`config.mk`:
```
export PLATFORM = sky130hd
export DESIGN_NAME = v86_trapped_instruction_executor
export DESIGN_NICKNAME = d
export VERILOG_FILES = /design/src/rtl/tie_pkg.sv /design/src/rtl/tie_front.sv /design/src/rtl/tie_back.sv /design/src/rtl/tie_rsp_queue.sv /design/src/rtl/v86_trapped_instruction_executor.sv
export SDC_FILE = /design/constraint.sdc
export NUM_CORES = 1
export LEC_CHECK = 0
export BUFFER_PORTS_ARGS = -buffer_cell sky130_fd_sc_hd__buf_4
export CAP_MARGIN = 20
export CORE_ASPECT_RATIO = 1.1
export CORE_MARGIN = 5
export CORE_UTILIZATION = 40
export DETAILED_ROUTE_END_ITERATION = 10
export GPL_TIMING_DRIVEN = 0
export SYNTH_ARGS = -nofsm -noshare
export SYNTH_HDL_FRONTEND = slang
export SYNTH_SLANG_ARGS = --single-unit
export TNS_END_PERCENT = 10
```
`constraint.sdc`:
```
create_clock -name clock -period 13.9 [get_ports clock]
set_input_delay 0.695 -clock clock [delete_from_list [all_inputs] [get_ports clock]]
set_output_delay 0.695 -clock clock [all_outputs]
set_load 0.1 [all_outputs]
```
`src/rtl/tie_pkg.sv`:
```
// Shared types and constants for the trapped instruction executor.
// Holds the request and response word layouts, the decoded class codes
// and the opcode values. No dependencies.
package tie_pkg;

   typedef struct packed {
      logic [1:0]  kind;
      logic [2:0]  reg_select;
      logic [31:0] reg_value;
      logic [7:0]  opcode;
      logic [7:0]  next_byte;
      logic [31:0] response_data;
   } req_word_type;

   typedef struct packed {
      logic [2:0]  action;
      logic [20:0] address;
      logic [31:0] data;
      logic [2:0]  size_bytes;
      logic        at_stop;
      logic        last;
   } rsp_word_type;

   typedef logic [4:0] cls_code_type;

   typedef struct packed {
      cls_code_type cls;
      req_word_type word;
   } front_entry_type;

   localparam int LIN_BITS  = 21;
   localparam int RSP_DEPTH = 4;
   localparam int RSP_PTR_BITS = $clog2(RSP_DEPTH);
   localparam int RSP_CNT_BITS = $clog2(RSP_DEPTH + 1);

   localparam cls_code_type CLS_WR_REG   = 5'd0;
   localparam cls_code_type CLS_RD_REG   = 5'd1;
   localparam cls_code_type CLS_RESP     = 5'd2;
   localparam cls_code_type CLS_IN_IMM   = 5'd3;
   localparam cls_code_type CLS_OUT_IMM  = 5'd4;
   localparam cls_code_type CLS_IN_DX_B  = 5'd5;
   localparam cls_code_type CLS_IN_DX_W  = 5'd6;
   localparam cls_code_type CLS_IN_DX_D  = 5'd7;
   localparam cls_code_type CLS_OUT_DX_B = 5'd8;
   localparam cls_code_type CLS_OUT_DX_W = 5'd9;
   localparam cls_code_type CLS_OUT_DX_D = 5'd10;
   localparam cls_code_type CLS_CLI      = 5'd11;
   localparam cls_code_type CLS_STI      = 5'd12;
   localparam cls_code_type CLS_LOCK     = 5'd13;
   localparam cls_code_type CLS_PUSHF    = 5'd14;
   localparam cls_code_type CLS_PUSHBP   = 5'd15;
   localparam cls_code_type CLS_POPF     = 5'd16;
   localparam cls_code_type CLS_POPBP    = 5'd17;
   localparam cls_code_type CLS_RETN     = 5'd18;
   localparam cls_code_type CLS_RETF     = 5'd19;
   localparam cls_code_type CLS_BAD      = 5'd20;

   localparam logic [7:0] OPC_IN_IMM   = 8'he4;
   localparam logic [7:0] OPC_OUT_IMM  = 8'he6;
   localparam logic [7:0] OPC_IN_DX_B  = 8'hec;
   localparam logic [7:0] OPC_IN_DX_W  = 8'hed;
   localparam logic [7:0] OPC_OUT_DX_B = 8'hee;
   localparam logic [7:0] OPC_OUT_DX_W = 8'hef;
   localparam logic [7:0] OPC_CLI      = 8'hfa;
   localparam logic [7:0] OPC_STI      = 8'hfb;
   localparam logic [7:0] OPC_LOCK     = 8'hf0;
   localparam logic [7:0] OPC_PUSHF    = 8'h9c;
   localparam logic [7:0] OPC_PUSHBP   = 8'h55;
   localparam logic [7:0] OPC_POPF     = 8'h9d;
   localparam logic [7:0] OPC_POPBP    = 8'h5d;
   localparam logic [7:0] OPC_RETN     = 8'hc3;
   localparam logic [7:0] OPC_RETF     = 8'hcb;
   localparam logic [7:0] OPC_OPSIZE   = 8'h66;

endpackage

```
`src/rtl/tie_front.sv`:
```
// Front end: accepts request words, classifies them and queues them.
// Two-entry queue toward the back end. Depends on tie_pkg.
module tie_front (
   input  logic                      clock,
   input  logic                      reset,
   input  logic                      push,
   output logic                      full,
   input  tie_pkg::req_word_type     req_data,
   output logic                      valid,
   output tie_pkg::front_entry_type  entry,
   input  logic                      take
);

   localparam logic [1:0] KIND_WR_REG = 2'd0;
   localparam logic [1:0] KIND_RD_REG = 2'd1;
   localparam logic [1:0] KIND_INSTR  = 2'd2;

   tie_pkg::front_entry_type ent_ff [2];
   logic       wr_ptr_ff, wr_ptr_in;
   logic       rd_ptr_ff, rd_ptr_in;
   logic [1:0] count_ff, count_in;
   logic       push_ok;

   function automatic tie_pkg::cls_code_type classify(input tie_pkg::req_word_type w);
      tie_pkg::cls_code_type c;
      c = tie_pkg::CLS_BAD;
      case (w.kind)
         KIND_WR_REG: c = tie_pkg::CLS_WR_REG;
         KIND_RD_REG: c = tie_pkg::CLS_RD_REG;
         KIND_INSTR: begin
            case (w.opcode)
               tie_pkg::OPC_IN_IMM:   c = tie_pkg::CLS_IN_IMM;
               tie_pkg::OPC_OUT_IMM:  c = tie_pkg::CLS_OUT_IMM;
               tie_pkg::OPC_IN_DX_B:  c = tie_pkg::CLS_IN_DX_B;
               tie_pkg::OPC_IN_DX_W:  c = tie_pkg::CLS_IN_DX_W;
               tie_pkg::OPC_OUT_DX_B: c = tie_pkg::CLS_OUT_DX_B;
               tie_pkg::OPC_OUT_DX_W: c = tie_pkg::CLS_OUT_DX_W;
               tie_pkg::OPC_CLI:      c = tie_pkg::CLS_CLI;
               tie_pkg::OPC_STI:      c = tie_pkg::CLS_STI;
               tie_pkg::OPC_LOCK:     c = tie_pkg::CLS_LOCK;
               tie_pkg::OPC_PUSHF:    c = tie_pkg::CLS_PUSHF;
               tie_pkg::OPC_PUSHBP:   c = tie_pkg::CLS_PUSHBP;
               tie_pkg::OPC_POPF:     c = tie_pkg::CLS_POPF;
               tie_pkg::OPC_POPBP:    c = tie_pkg::CLS_POPBP;
               tie_pkg::OPC_RETN:     c = tie_pkg::CLS_RETN;
               tie_pkg::OPC_RETF:     c = tie_pkg::CLS_RETF;
               tie_pkg::OPC_OPSIZE: begin
                  if (w.next_byte == tie_pkg::OPC_IN_DX_W) begin
                     c = tie_pkg::CLS_IN_DX_D;
                  end else if (w.next_byte == tie_pkg::OPC_OUT_DX_W) begin
                     c = tie_pkg::CLS_OUT_DX_D;
                  end else begin
                     c = tie_pkg::CLS_BAD;
                  end
               end
               default: c = tie_pkg::CLS_BAD;
            endcase
         end
         default: c = tie_pkg::CLS_RESP;
      endcase
      return c;
   endfunction

   assign full    = (count_ff == 2'd2);
   assign valid   = (count_ff != 2'd0);
   assign entry   = ent_ff[rd_ptr_ff];
   assign push_ok = push && !full;

   always_comb begin
      wr_ptr_in = wr_ptr_ff ^ push_ok;
      rd_ptr_in = rd_ptr_ff ^ (take && valid);
      count_in  = count_ff + {1'b0, push_ok} - {1'b0, take && valid};
   end

   always_ff @(posedge clock) begin
      if (reset) begin
         wr_ptr_ff <= 1'b0;
         rd_ptr_ff <= 1'b0;
         count_ff  <= 2'd0;
      end else begin
         wr_ptr_ff <= wr_ptr_in;
         rd_ptr_ff <= rd_ptr_in;
         count_ff  <= count_in;
      end
   end

   always_ff @(posedge clock) begin
      if (push_ok) begin
         ent_ff[wr_ptr_ff] <= '{cls: classify(req_data), word: req_data};
      end
   end

endmodule

```
`src/rtl/tie_back.sv`:
```
// Back end: register file, instruction execution and response handling.
// Produces up to two result words per item. Depends on tie_pkg.
module tie_back #(
   parameter int MEM_ADDR_BITS = 21
) (
   input  logic                      clock,
   input  logic                      reset,
   input  logic                      csr_valid,
   input  logic [20:0]               csr_data,
   input  logic                      valid,
   input  tie_pkg::front_entry_type  entry,
   output logic                      take,
   input  logic                      room,
   output logic [1:0]                res_count,
   output tie_pkg::rsp_word_type     res0,
   output tie_pkg::rsp_word_type     res1
);

   localparam logic [20:0] LIN_MASK = (MEM_ADDR_BITS >= tie_pkg::LIN_BITS) ? '1 :
      21'((64'd1 << MEM_ADDR_BITS) - 64'd1);

   localparam logic [2:0] ACT_REG_DATA  = 3'd0;
   localparam logic [2:0] ACT_PORT_RD   = 3'd1;
   localparam logic [2:0] ACT_PORT_WR   = 3'd2;
   localparam logic [2:0] ACT_MEM_RD    = 3'd3;
   localparam logic [2:0] ACT_MEM_WR    = 3'd4;
   localparam logic [2:0] ACT_DONE      = 3'd5;
   localparam logic [2:0] ACT_UNHANDLED = 3'd6;

   localparam logic [3:0] PND_NONE    = 4'd0;
   localparam logic [3:0] PND_IN_B    = 4'd1;
   localparam logic [3:0] PND_IN_W    = 4'd2;
   localparam logic [3:0] PND_IN_D    = 4'd3;
   localparam logic [3:0] PND_POPF    = 4'd4;
   localparam logic [3:0] PND_POPBP   = 4'd5;
   localparam logic [3:0] PND_RETN    = 4'd6;
   localparam logic [3:0] PND_RETF_IP = 4'd7;
   localparam logic [3:0] PND_RETF_CS = 4'd8;

   localparam logic [2:0] REG_AX = 3'd0;
   localparam logic [2:0] REG_DX = 3'd1;
   localparam logic [2:0] REG_BP = 3'd2;
   localparam logic [2:0] REG_SP = 3'd3;
   localparam logic [2:0] REG_IP = 3'd4;
   localparam logic [2:0] REG_FL = 3'd5;
   localparam logic [2:0] REG_CS = 3'd6;
   localparam logic [2:0] REG_SS = 3'd7;

   localparam logic [31:0] IF_MASK = 32'h0000_0200;

   logic [31:0] ax_ff, ax_in, dx_ff, dx_in, bp_ff, bp_in, sp_ff, sp_in;
   logic [31:0] ip_ff, ip_in, fl_ff, fl_in;
   logic [15:0] cs_ff, cs_in, ss_ff, ss_in;
   logic [3:0]  pending_ff, pending_in;
   logic [20:0] stop_ff;

   tie_pkg::req_word_type w;
   tie_pkg::rsp_word_type done_word;
   logic [31:0] sp_up, sp_down, ip_p1, ip_p2, reg_rd, bad_info;
   logic [20:0] rd_lin, wr_lin, here_lin, done_addr, port_dx, port_imm;
   logic        want_done;

   function automatic logic [20:0] lin(input logic [15:0] seg, input logic [15:0] off);
      return ({1'b0, seg, 4'b0000} + {5'b00000, off}) & LIN_MASK;
   endfunction

   function automatic tie_pkg::rsp_word_type word_of(input logic [2:0] act,
         input logic [20:0] addr, input logic [31:0] dat, input logic [2:0] size,
         input logic last);
      tie_pkg::rsp_word_type r;
      r.action     = act;
      r.address    = addr;
      r.data       = dat;
      r.size_bytes = size;
      r.at_stop    = 1'b0;
      r.last       = last;
      return r;
   endfunction

   assign w    = entry.word;
   assign take = valid && room;

   always_comb begin
      ax_in = ax_ff;
      dx_in = dx_ff;
      bp_in = bp_ff;
      sp_in = sp_ff;
      ip_in = ip_ff;
      fl_in = fl_ff;
      cs_in = cs_ff;
      ss_in = ss_ff;
      pending_in = pending_ff;
      res0 = '0;
      res1 = '0;
      res_count = 2'd0;
      want_done = 1'b0;

      sp_up    = {sp_ff[31:16], sp_ff[15:0] + 16'd2};
      sp_down  = {sp_ff[31:16], sp_ff[15:0] - 16'd2};
      ip_p1    = {ip_ff[31:16], ip_ff[15:0] + 16'd1};
      ip_p2    = {ip_ff[31:16], ip_ff[15:0] + 16'd2};
      rd_lin   = lin(ss_ff, sp_ff[15:0]);
      wr_lin   = lin(ss_ff, sp_down[15:0]);
      here_lin = lin(cs_ff, ip_ff[15:0]);
      port_dx  = {5'b00000, dx_ff[15:0]};
      port_imm = {13'd0, w.next_byte};
      bad_info = (w.opcode == tie_pkg::OPC_OPSIZE) ?
                 {16'd0, w.next_byte, tie_pkg::OPC_OPSIZE} : {24'd0, w.opcode};

      case (w.reg_select)
         REG_AX:  reg_rd = ax_ff;
         REG_DX:  reg_rd = dx_ff;
         REG_BP:  reg_rd = bp_ff;
         REG_SP:  reg_rd = sp_ff;
         REG_IP:  reg_rd = ip_ff;
         REG_FL:  reg_rd = fl_ff;
         REG_CS:  reg_rd = {16'd0, cs_ff};
         REG_SS:  reg_rd = {16'd0, ss_ff};
         default: reg_rd = '0;
      endcase

      if (take) begin
         if ((entry.cls != tie_pkg::CLS_WR_REG) && (entry.cls != tie_pkg::CLS_RD_REG)) begin
            pending_in = PND_NONE;
         end
         case (entry.cls)
            tie_pkg::CLS_WR_REG: begin
               case (w.reg_select)
                  REG_AX:  ax_in = w.reg_value;
                  REG_DX:  dx_in = w.reg_value;
                  REG_BP:  bp_in = w.reg_value;
                  REG_SP:  sp_in = w.reg_value;
                  REG_IP:  ip_in = w.reg_value;
                  REG_FL:  fl_in = w.reg_value;
                  REG_CS:  cs_in = w.reg_value[15:0];
                  REG_SS:  ss_in = w.reg_value[15:0];
                  default: ;
               endcase
            end
            tie_pkg::CLS_RD_REG: begin
               res0 = word_of(ACT_REG_DATA, 21'(w.reg_select), reg_rd, 3'd4, 1'b1);
               res_count = 2'd1;
            end
            tie_pkg::CLS_RESP: begin
               want_done = 1'b1;
               case (pending_ff)
                  PND_IN_B:  ax_in = {ax_ff[31:8], w.response_data[7:0]};
                  PND_IN_W:  ax_in = {ax_ff[31:16], w.response_data[15:0]};
                  PND_IN_D:  ax_in = w.response_data;
                  PND_POPF:  fl_in = {fl_ff[31:16], w.response_data[15:0]};
                  PND_POPBP: bp_in = {bp_ff[31:16], w.response_data[15:0]};
                  PND_RETN:  ip_in = {ip_ff[31:16], w.response_data[15:0]};
                  PND_RETF_IP: begin
                     want_done  = 1'b0;
                     ip_in      = {ip_ff[31:16], w.response_data[15:0]};
                     sp_in      = sp_up;
                     pending_in = PND_RETF_CS;
                     res0       = word_of(ACT_MEM_RD, rd_lin, '0, 3'd2, 1'b1);
                     res_count  = 2'd1;
                  end
                  PND_RETF_CS: cs_in = w.response_data[15:0];
                  default: want_done = 1'b0;
               endcase
            end
            tie_pkg::CLS_IN_IMM, tie_pkg::CLS_IN_DX_B, tie_pkg::CLS_IN_DX_W,
            tie_pkg::CLS_IN_DX_D: begin
               res_count = 2'd1;
               if (entry.cls == tie_pkg::CLS_IN_IMM) begin
                  res0 = word_of(ACT_PORT_RD, port_imm, '0, 3'd1, 1'b1);
                  ip_in = ip_p2;
                  pending_in = PND_IN_B;
               end else if (entry.cls == tie_pkg::CLS_IN_DX_B) begin
                  res0 = word_of(ACT_PORT_RD, port_dx, '0, 3'd1, 1'b1);
                  ip_in = ip_p1;
                  pending_in = PND_IN_B;
               end else if (entry.cls == tie_pkg::CLS_IN_DX_W) begin
                  res0 = word_of(ACT_PORT_RD, port_dx, '0, 3'd2, 1'b1);
                  ip_in = ip_p1;
                  pending_in = PND_IN_W;
               end else begin
                  res0 = word_of(ACT_PORT_RD, port_dx, '0, 3'd4, 1'b1);
                  ip_in = ip_p2;
                  pending_in = PND_IN_D;
               end
            end
            tie_pkg::CLS_OUT_IMM: begin
               res0 = word_of(ACT_PORT_WR, port_imm, {24'd0, ax_ff[7:0]}, 3'd1, 1'b0);
               res_count = 2'd1;
               ip_in = ip_p2;
               want_done = 1'b1;
            end
            tie_pkg::CLS_OUT_DX_B: begin
               res0 = word_of(ACT_PORT_WR, port_dx, {24'd0, ax_ff[7:0]}, 3'd1, 1'b0);
               res_count = 2'd1;
               ip_in = ip_p1;
               want_done = 1'b1;
            end
            tie_pkg::CLS_OUT_DX_W: begin
               res0 = word_of(ACT_PORT_WR, port_dx, {16'd0, ax_ff[15:0]}, 3'd2, 1'b0);
               res_count = 2'd1;
               ip_in = ip_p1;
               want_done = 1'b1;
            end
            tie_pkg::CLS_OUT_DX_D: begin
               res0 = word_of(ACT_PORT_WR, port_dx, ax_ff, 3'd4, 1'b0);
               res_count = 2'd1;
               ip_in = ip_p2;
               want_done = 1'b1;
            end
            tie_pkg::CLS_CLI: begin
               fl_in = fl_ff & ~IF_MASK;
               ip_in = ip_p1;
               want_done = 1'b1;
            end
            tie_pkg::CLS_STI: begin
               fl_in = fl_ff | IF_MASK;
               ip_in = ip_p1;
               want_done = 1'b1;
            end
            tie_pkg::CLS_LOCK: begin
               ip_in = ip_p1;
               want_done = 1'b1;
            end
            tie_pkg::CLS_PUSHF, tie_pkg::CLS_PUSHBP: begin
               res0 = word_of(ACT_MEM_WR, wr_lin,
                              (entry.cls == tie_pkg::CLS_PUSHF) ? {16'd0, fl_ff[15:0]} :
                                                                  {16'd0, bp_ff[15:0]},
                              3'd2, 1'b0);
               res_count = 2'd1;
               sp_in = sp_down;
               ip_in = ip_p1;
               want_done = 1'b1;
            end
            tie_pkg::CLS_POPF, tie_pkg::CLS_POPBP, tie_pkg::CLS_RETN,
            tie_pkg::CLS_RETF: begin
               res0 = word_of(ACT_MEM_RD, rd_lin, '0, 3'd2, 1'b1);
               res_count = 2'd1;
               sp_in = sp_up;
               if (entry.cls == tie_pkg::CLS_POPF) begin
                  ip_in = ip_p1;
                  pending_in = PND_POPF;
               end else if (entry.cls == tie_pkg::CLS_POPBP) begin
                  ip_in = ip_p1;
                  pending_in = PND_POPBP;
               end else if (entry.cls == tie_pkg::CLS_RETN) begin
                  pending_in = PND_RETN;
               end else begin
                  pending_in = PND_RETF_IP;
               end
            end
            default: begin
               res0 = word_of(ACT_UNHANDLED, here_lin, bad_info, 3'd0, 1'b1);
               res_count = 2'd1;
            end
         endcase
      end

      done_addr = lin(cs_in, ip_in[15:0]);
      done_word = word_of(ACT_DONE, done_addr, '0, 3'd0, 1'b1);
      done_word.at_stop = (done_addr == stop_ff);
      if (want_done) begin
         if (res_count == 2'd0) begin
            res0 = done_word;
         end else begin
            res1 = done_word;
         end
         res_count = res_count + 2'd1;
      end
   end

   always_ff @(posedge clock) begin
      if (reset) begin
         ax_ff <= '0;
         dx_ff <= '0;
         bp_ff <= '0;
         sp_ff <= '0;
         ip_ff <= '0;
         fl_ff <= '0;
         cs_ff <= '0;
         ss_ff <= '0;
         pending_ff <= PND_NONE;
         stop_ff <= '0;
      end else begin
         ax_ff <= ax_in;
         dx_ff <= dx_in;
         bp_ff <= bp_in;
         sp_ff <= sp_in;
         ip_ff <= ip_in;
         fl_ff <= fl_in;
         cs_ff <= cs_in;
         ss_ff <= ss_in;
         pending_ff <= pending_in;
         if (csr_valid) begin
            stop_ff <= csr_data;
         end
      end
   end

   a_two_results_order: assert property (@(posedge clock) disable iff (reset)
      take && (res_count == 2'd2) |-> !res0.last && res1.last)
      else $error("two-word item must end on its second word");

   a_stop_only_on_done: assert property (@(posedge clock) disable iff (reset)
      take && (res0.at_stop || res1.at_stop) |->
      ((res0.at_stop == 1'b0) || (res0.action == ACT_DONE)) &&
      ((res1.at_stop == 1'b0) || (res1.action == ACT_DONE)))
      else $error("at_stop set on a word that is not a done word");

   a_pending_holds: assert property (@(posedge clock) disable iff (reset)
      !take |=> $stable(pending_ff))
      else $error("pending read changed without an item");

endmodule

```
`src/rtl/tie_rsp_queue.sv`:
```
// Result queue between the back end and the result channel.
// Takes up to two words per cycle and delivers one per cycle while pop is high. Depends on tie_pkg.
module tie_rsp_queue (
   input  logic                   clock,
   input  logic                   reset,
   input  logic [1:0]             wr_count,
   input  tie_pkg::rsp_word_type  wr0,
   input  tie_pkg::rsp_word_type  wr1,
   output logic                   room,
   output logic                   empty,
   input  logic                   pop,
   output tie_pkg::rsp_word_type  rsp_data
);

   tie_pkg::rsp_word_type mem_ff [tie_pkg::RSP_DEPTH];
   logic [tie_pkg::RSP_PTR_BITS-1:0] wr_ptr_ff, wr_ptr_in, rd_ptr_ff, rd_ptr_in;
   logic [tie_pkg::RSP_CNT_BITS-1:0] count_ff, count_in;
   logic pop_ok;

   assign empty    = (count_ff == '0);
   assign pop_ok   = pop && !empty;
   assign room     = (count_ff <= tie_pkg::RSP_CNT_BITS'(tie_pkg::RSP_DEPTH - 2));
   assign rsp_data = mem_ff[rd_ptr_ff];

   always_comb begin
      wr_ptr_in = wr_ptr_ff + tie_pkg::RSP_PTR_BITS'(wr_count);
      rd_ptr_in = rd_ptr_ff + tie_pkg::RSP_PTR_BITS'(pop_ok);
      count_in  = count_ff + tie_pkg::RSP_CNT_BITS'(wr_count)
                  - tie_pkg::RSP_CNT_BITS'(pop_ok);
   end

   always_ff @(posedge clock) begin
      if (reset) begin
         wr_ptr_ff <= '0;
         rd_ptr_ff <= '0;
         count_ff  <= '0;
      end else begin
         wr_ptr_ff <= wr_ptr_in;
         rd_ptr_ff <= rd_ptr_in;
         count_ff  <= count_in;
      end
   end

   always_ff @(posedge clock) begin
      if (wr_count != 2'd0) begin
         mem_ff[wr_ptr_ff] <= wr0;
      end
      if (wr_count == 2'd2) begin
         mem_ff[wr_ptr_ff + tie_pkg::RSP_PTR_BITS'(1)] <= wr1;
      end
   end

   a_count_bound: assert property (@(posedge clock) disable iff (reset)
      count_ff <= tie_pkg::RSP_CNT_BITS'(tie_pkg::RSP_DEPTH))
      else $error("result queue overfilled");

   a_write_fits: assert property (@(posedge clock) disable iff (reset)
      (wr_count != 2'd0) |-> room)
      else $error("result words written without room");

endmodule

```
`src/rtl/v86_trapped_instruction_executor.sv`:
```
// Usage notes:
// The request channel is a queue input: a word is taken at a clock edge with push
// high and full low. Each word is a register write, a register read, a trapped
// instruction or the data answering the last port or stack read.
// The result channel is a queue output: the oldest result word sits on rsp_data
// while empty is low and leaves at an edge with pop high.
// A request enters a two-word front queue, is executed by the back end at the head
// of that queue, and its result words are registered into the result queue.
// The back end executes one request per cycle as long as the four-word result
// queue has room for two words; requests that make two words drain at one word
// per cycle while pop is high, so the sustained rate is set by the single-word
// result port.
// When the receiver stalls, results collect in the result queue, then requests
// collect in the front queue, and full rises after that.
// The stop address is written through csr_valid/csr_data, always ready; the user
// must write it only while the block is idle, which the block does not enforce.
// Synchronous reset clears all registers, the stop address and any pending read,
// and empties both queues. Depends on tie_pkg, tie_front, tie_back, tie_rsp_queue.
module v86_trapped_instruction_executor #(
   parameter int MEM_ADDR_BITS = 21
) (
   input  logic                   clock,
   input  logic                   reset,
   input  logic                   push,
   output logic                   full,
   input  tie_pkg::req_word_type  req_data,
   output logic                   empty,
   input  logic                   pop,
   output tie_pkg::rsp_word_type  rsp_data,
   input  logic                   csr_valid,
   output logic                   csr_ready,
   input  logic [20:0]            csr_data
);

   tie_pkg::front_entry_type entry;
   tie_pkg::rsp_word_type    res0, res1;
   logic                     front_valid, take, room;
   logic [1:0]               res_count;

   assign csr_ready = 1'b1;

   tie_front u_front (
      .clock    (clock),
      .reset    (reset),
      .push     (push),
      .full     (full),
      .req_data (req_data),
      .valid    (front_valid),
      .entry    (entry),
      .take     (take)
   );

   tie_back #(
      .MEM_ADDR_BITS (MEM_ADDR_BITS)
   ) u_back (
      .clock     (clock),
      .reset     (reset),
      .csr_valid (csr_valid && csr_ready),
      .csr_data  (csr_data),
      .valid     (front_valid),
      .entry     (entry),
      .take      (take),
      .room      (room),
      .res_count (res_count),
      .res0      (res0),
      .res1      (res1)
   );

   tie_rsp_queue u_rsp_queue (
      .clock    (clock),
      .reset    (reset),
      .wr_count (res_count),
      .wr0      (res0),
      .wr1      (res1),
      .room     (room),
      .empty    (empty),
      .pop      (pop),
      .rsp_data (rsp_data)
   );

endmodule
```
==> flow_summary_export.csv <==
group,metric,value,unit
outcome,status,"finished with violations",
outcome,violations,"design-rule violations",
routing,route.detailed.drc,2,
pwr,p_int,4.32,mW
pwr,power.share.sequential,32.7,%
pwr,p_switching,3.10,mW
die,core-area,84600,sq um
final_layout,final_nets,3966,
routing,vias_per_cell,6.04,
clock_network,cts_setup_buffers,0,
setup_path,cp_cell_sequence,"buf_6, buf_4, buf_4, buf_4, buf_2, buf_1, mux2i_1, o32ai_1, nor2_1, o21ai_0, ha_1, clkbuf_1, o21a_1, o21ai_0, o31a_1, o21ai_0, and3_4, and3_1, nand3b_1, a2111o_1, nor3_1",
place,dp.cells,4843,
flow_run,drv_cap,0,
timing,hold_viol,0,
setup_path,cp_slowest_cell,"mux2i_1",
setup_path,crit_arrival,7990,ps
pwr,swShare,41.7,%
synth,netlist_top_cells_count,"dfxtp_1 (404), nor2_1 (383), nand2_1 (376)",
synth,avgSynthCellArea,9.70,sq um
pwr,powerDensity,187,nW/um^2
die,rows,112,
timing,max_freq,133,MHz
synth,synth_ff_type,"dfxtp_1",
timing,fin_crit_sh,54.2,%
synth,syn_inst,3507,
pwr,combPwrFrac,39.5,%
die,die-width,288,microns
setup_path,required,14350,ps
clock_network,path_clk_slew,60,ps
timing,fin_worst_skew,27.2,ps
setup_path,critPathTopFamily,"buffers and inverters",
clock_network,numCtsBuffers,74,
timing,rsz0062_at_grt,"no",
setup_path,crit_type,"reg2reg",
setup_path,crit_fanout,10,
synth,ys_async_sr_fraction,0,%
clock_network,clock_latency,650,ps
timing,setup_tns,0,ps
place,gp_congestion,1.02,
place,placed_cell_area,37100,sq um
clock_network,cts_hold_buf,0,
setup_path,critPathBufInv,7,
synth,synth_most_common_cell,"dfxtp_1",
final_layout,area_growth,16.6,%
synth,yosysWarnings,0,
synth,synth_edf_count,276,
clock_network,ctsResizeCount,0,
synth,synth_fp_nets,3687,
routing,ant_nets,0,
timing,setup_viol,0,
synth,syn-cell-area,34000,sq um
routing,wl,135,mm
timing,whs,239,ps
global_routing,grt_use_total,28.9,%
setup_path,start_kind,"flop",
place,port_buffers,171,
timing,worst_pin_slew,1260,ps
hold_path,min_path_type,"in2reg",
synth,synth_cell_type_count,96,
place,hpwl,105,mm
synth,synthTopCellsByArea,"edfxtp_1 (24%), dfxtp_1 (24%), mux2i_1 (4.7%), nor2_1 (4.2%), nand2_1 (4.1%)",
pwr,p_leak,13.5,nW
final_layout,fill_cells,8107,
synth,synth_top_area_share,24.4,%
die,die-area,91000,sq um
timing,finalMaxSlewViolations,0,
global_routing,antenna_found_initial,0,
pwr,peakVddDrop,0.0000804,V
routing,drt_first_iter_violations,3689,
setup_path,rrSetupSlack,6360,ps
clock_network,htree_num_levels,3,
routing,vias,30100,
setup_path,critPathMaxStageDelay,1100,ps
die,die_h,316,microns
global_routing,grt_pass1_vias,28700,
timing,slew_headroom,13.9,%
routing,first_pass_iters,9,
global_routing,grt_pass1_wl,195,mm
routing,wl_per_cell,27.2,microns
final_layout,design_area,39700,sq um
die,io_pins,175,
synth,synth-seq-cells,680,
final_layout,drive_gt1_share,11.6,%
timing,period_needed,7540,ps
synth,ys_seq_area_share,48.1,%
setup_path,critPathCaptureType,"flop",
synth,synth_top_cell_by_area,"edfxtp_1",
global_routing,grt_overflow_total,0,
pwr,clock_power_share,27.8,%
clock_network,clock_path_buffers,3,
clock_network,cts.sinks,680,
global_routing,grt_start_max_net_pins,63,
final_layout,stdcell_count,4983,
clock_network,cts_root_buf,"clkbuf_16",
clock_network,cts_tree,"built",
die,start_util,40.2,%
final timing paths:
kind,from,end,depth (start not counted)
worst max-delay path,u_front.rd_ptr_ff$_SDFF_PP0_,u_rsp_queue.mem_ff[0][1]$_DFFE_PP_,21
worst min-delay path,req_data[25],u_front.ent_ff[0][25]$_DFFE_PP_,1
worst max register to register,u_front.rd_ptr_ff$_SDFF_PP0_,u_rsp_queue.mem_ff[0][1]$_DFFE_PP_,21
worst min register to register,u_rsp_queue.mem_ff[3][28]$_SDFFE_PP0P_,u_rsp_queue.mem_ff[3][28]$_SDFFE_PP0P_,2
sequential cells by signal, summed over array words and instances, names as in the netlist:
name and cells:
u_back.cs_ff 16, u_back.dx_ff 32, u_back.ss_ff 16, u_front.ent_ff 176, u_front.count_ff 2, u_back.stop_ff 21, u_rsp_queue.count_ff 3, u_rsp_queue.rd_ptr_ff 2
u_rsp_queue.wr_ptr_ff 2, u_back.ip_ff 32, u_back.sp_ff 32, u_rsp_queue.mem_ff 244, u_back.bp_ff 32, u_front.rd_ptr_ff 1, u_front.wr_ptr_ff 1, u_back.pending_ff 4
u_back.fl_ff 32, u_back.ax_ff 32
layer usage:
metal / GRT usage (%) / vias up / share of wire, %
li1: - / 13600 / -
met1: 37.8 / 14600 / 40
met2: 46.3 / 1555 / 46
met3: 5.24 / 344 / 8.5
met4: 14.0 / 0 / 5.6
met5: 0 / - / 0
placed cells by master, fill, tap and decap left out, types with 49 or more instances in the layout:
cell type / netlist / layout
dfxtp_1: 404 / 404
nor2_1: 383 / 383
nand2_1: 376 / 376
edfxtp_1: 276 / 276
o21ai_0: 250 / 250
a21oi_1: 234 / 234
clkbuf_1: 195 / 210
buf_4: 6 / 196
mux2i_1: 159 / 158
o22ai_1: 139 / 139
a211oi_1: 135 / 135
clkbuf_16: 0 / 77
a22o_1: 74 / 74
nor3_1: 72 / 72
nor2b_1: 67 / 67
ha_1: 64 / 62
mux4_2: 61 / 61
inv_1: 50 / 50
xnor2_1: 49 / 49
cell families after synthesis:
| group | synth area share, % |
|---|---|
| compound gates | 20.2 |
| simple gates | 14.2 |
| other cells | 0.0110 |
| mux | 9.33 |
| flops | 48.1 |
| xor+xnor | 2.16 |
| fa+ha+maj | 2.65 |
| buf+inv | 3.37 |
stage by stage:
step	worst slack (ps)	total power, mW	utilization (%)
finish	6360	7.42	46.9
global route	6060	7.67	46.9
CTS	6350	7.39	46.8
detailed placement	6400	5.33	43.8
global placement	6130	5.28	43.4
floorplan	8520	4.30	-
power groups by stage:
| stage | Combinational (mW) | Sequential (mW) | Clock [mW] |
|---|---|---|---|
| floorplan | 1.86 | 2.44 | 0 |
| global placement | 2.81 | 2.47 | 0 |
| detailed placement | 2.87 | 2.47 | 0 |
| CTS | 2.88 | 2.42 | 2.09 |
| global route | 3.05 | 2.44 | 2.17 |
| finish | 2.93 | 2.42 | 2.07 |
worst register-to-register path: cells and delay by family (launching register included):
| family | cells | cell delay [ps] |
|---|---|---|
| AO/OA/AOI/OAI | 7 | 2030 |
| flip-flops | 1 | 480 |
| AND/OR/NAND/NOR | 5 | 1100 |
| adder cells (fa/ha/maj) | 1 | 330 |
| buffers and inverters | 7 | 2320 |
| multiplexers | 1 | 1110 |
cell type report:
| class | instances | area, sq um | share of cell area, % |
|---|---|---|---|
| Tap cell | 1140 | 1430 | 3.59 |
| Timing Repair Buffer | 203 | 1670 | 4.21 |
| Multi-Input combinational cell | 2535 | 16500 | 41.7 |
| Sequential cell | 680 | 16400 | 41.3 |
| Inverter | 51 | 191 | 0.482 |
| Antenna cell | 1 | 2.50 | 0.00630 |
| Buffer | 241 | 955 | 2.41 |
| Clock inverter | 31 | 444 | 1.12 |
| Clock buffer | 101 | 2090 | 5.26 |
No activity file was read; power rests on OpenSTA's default activity.
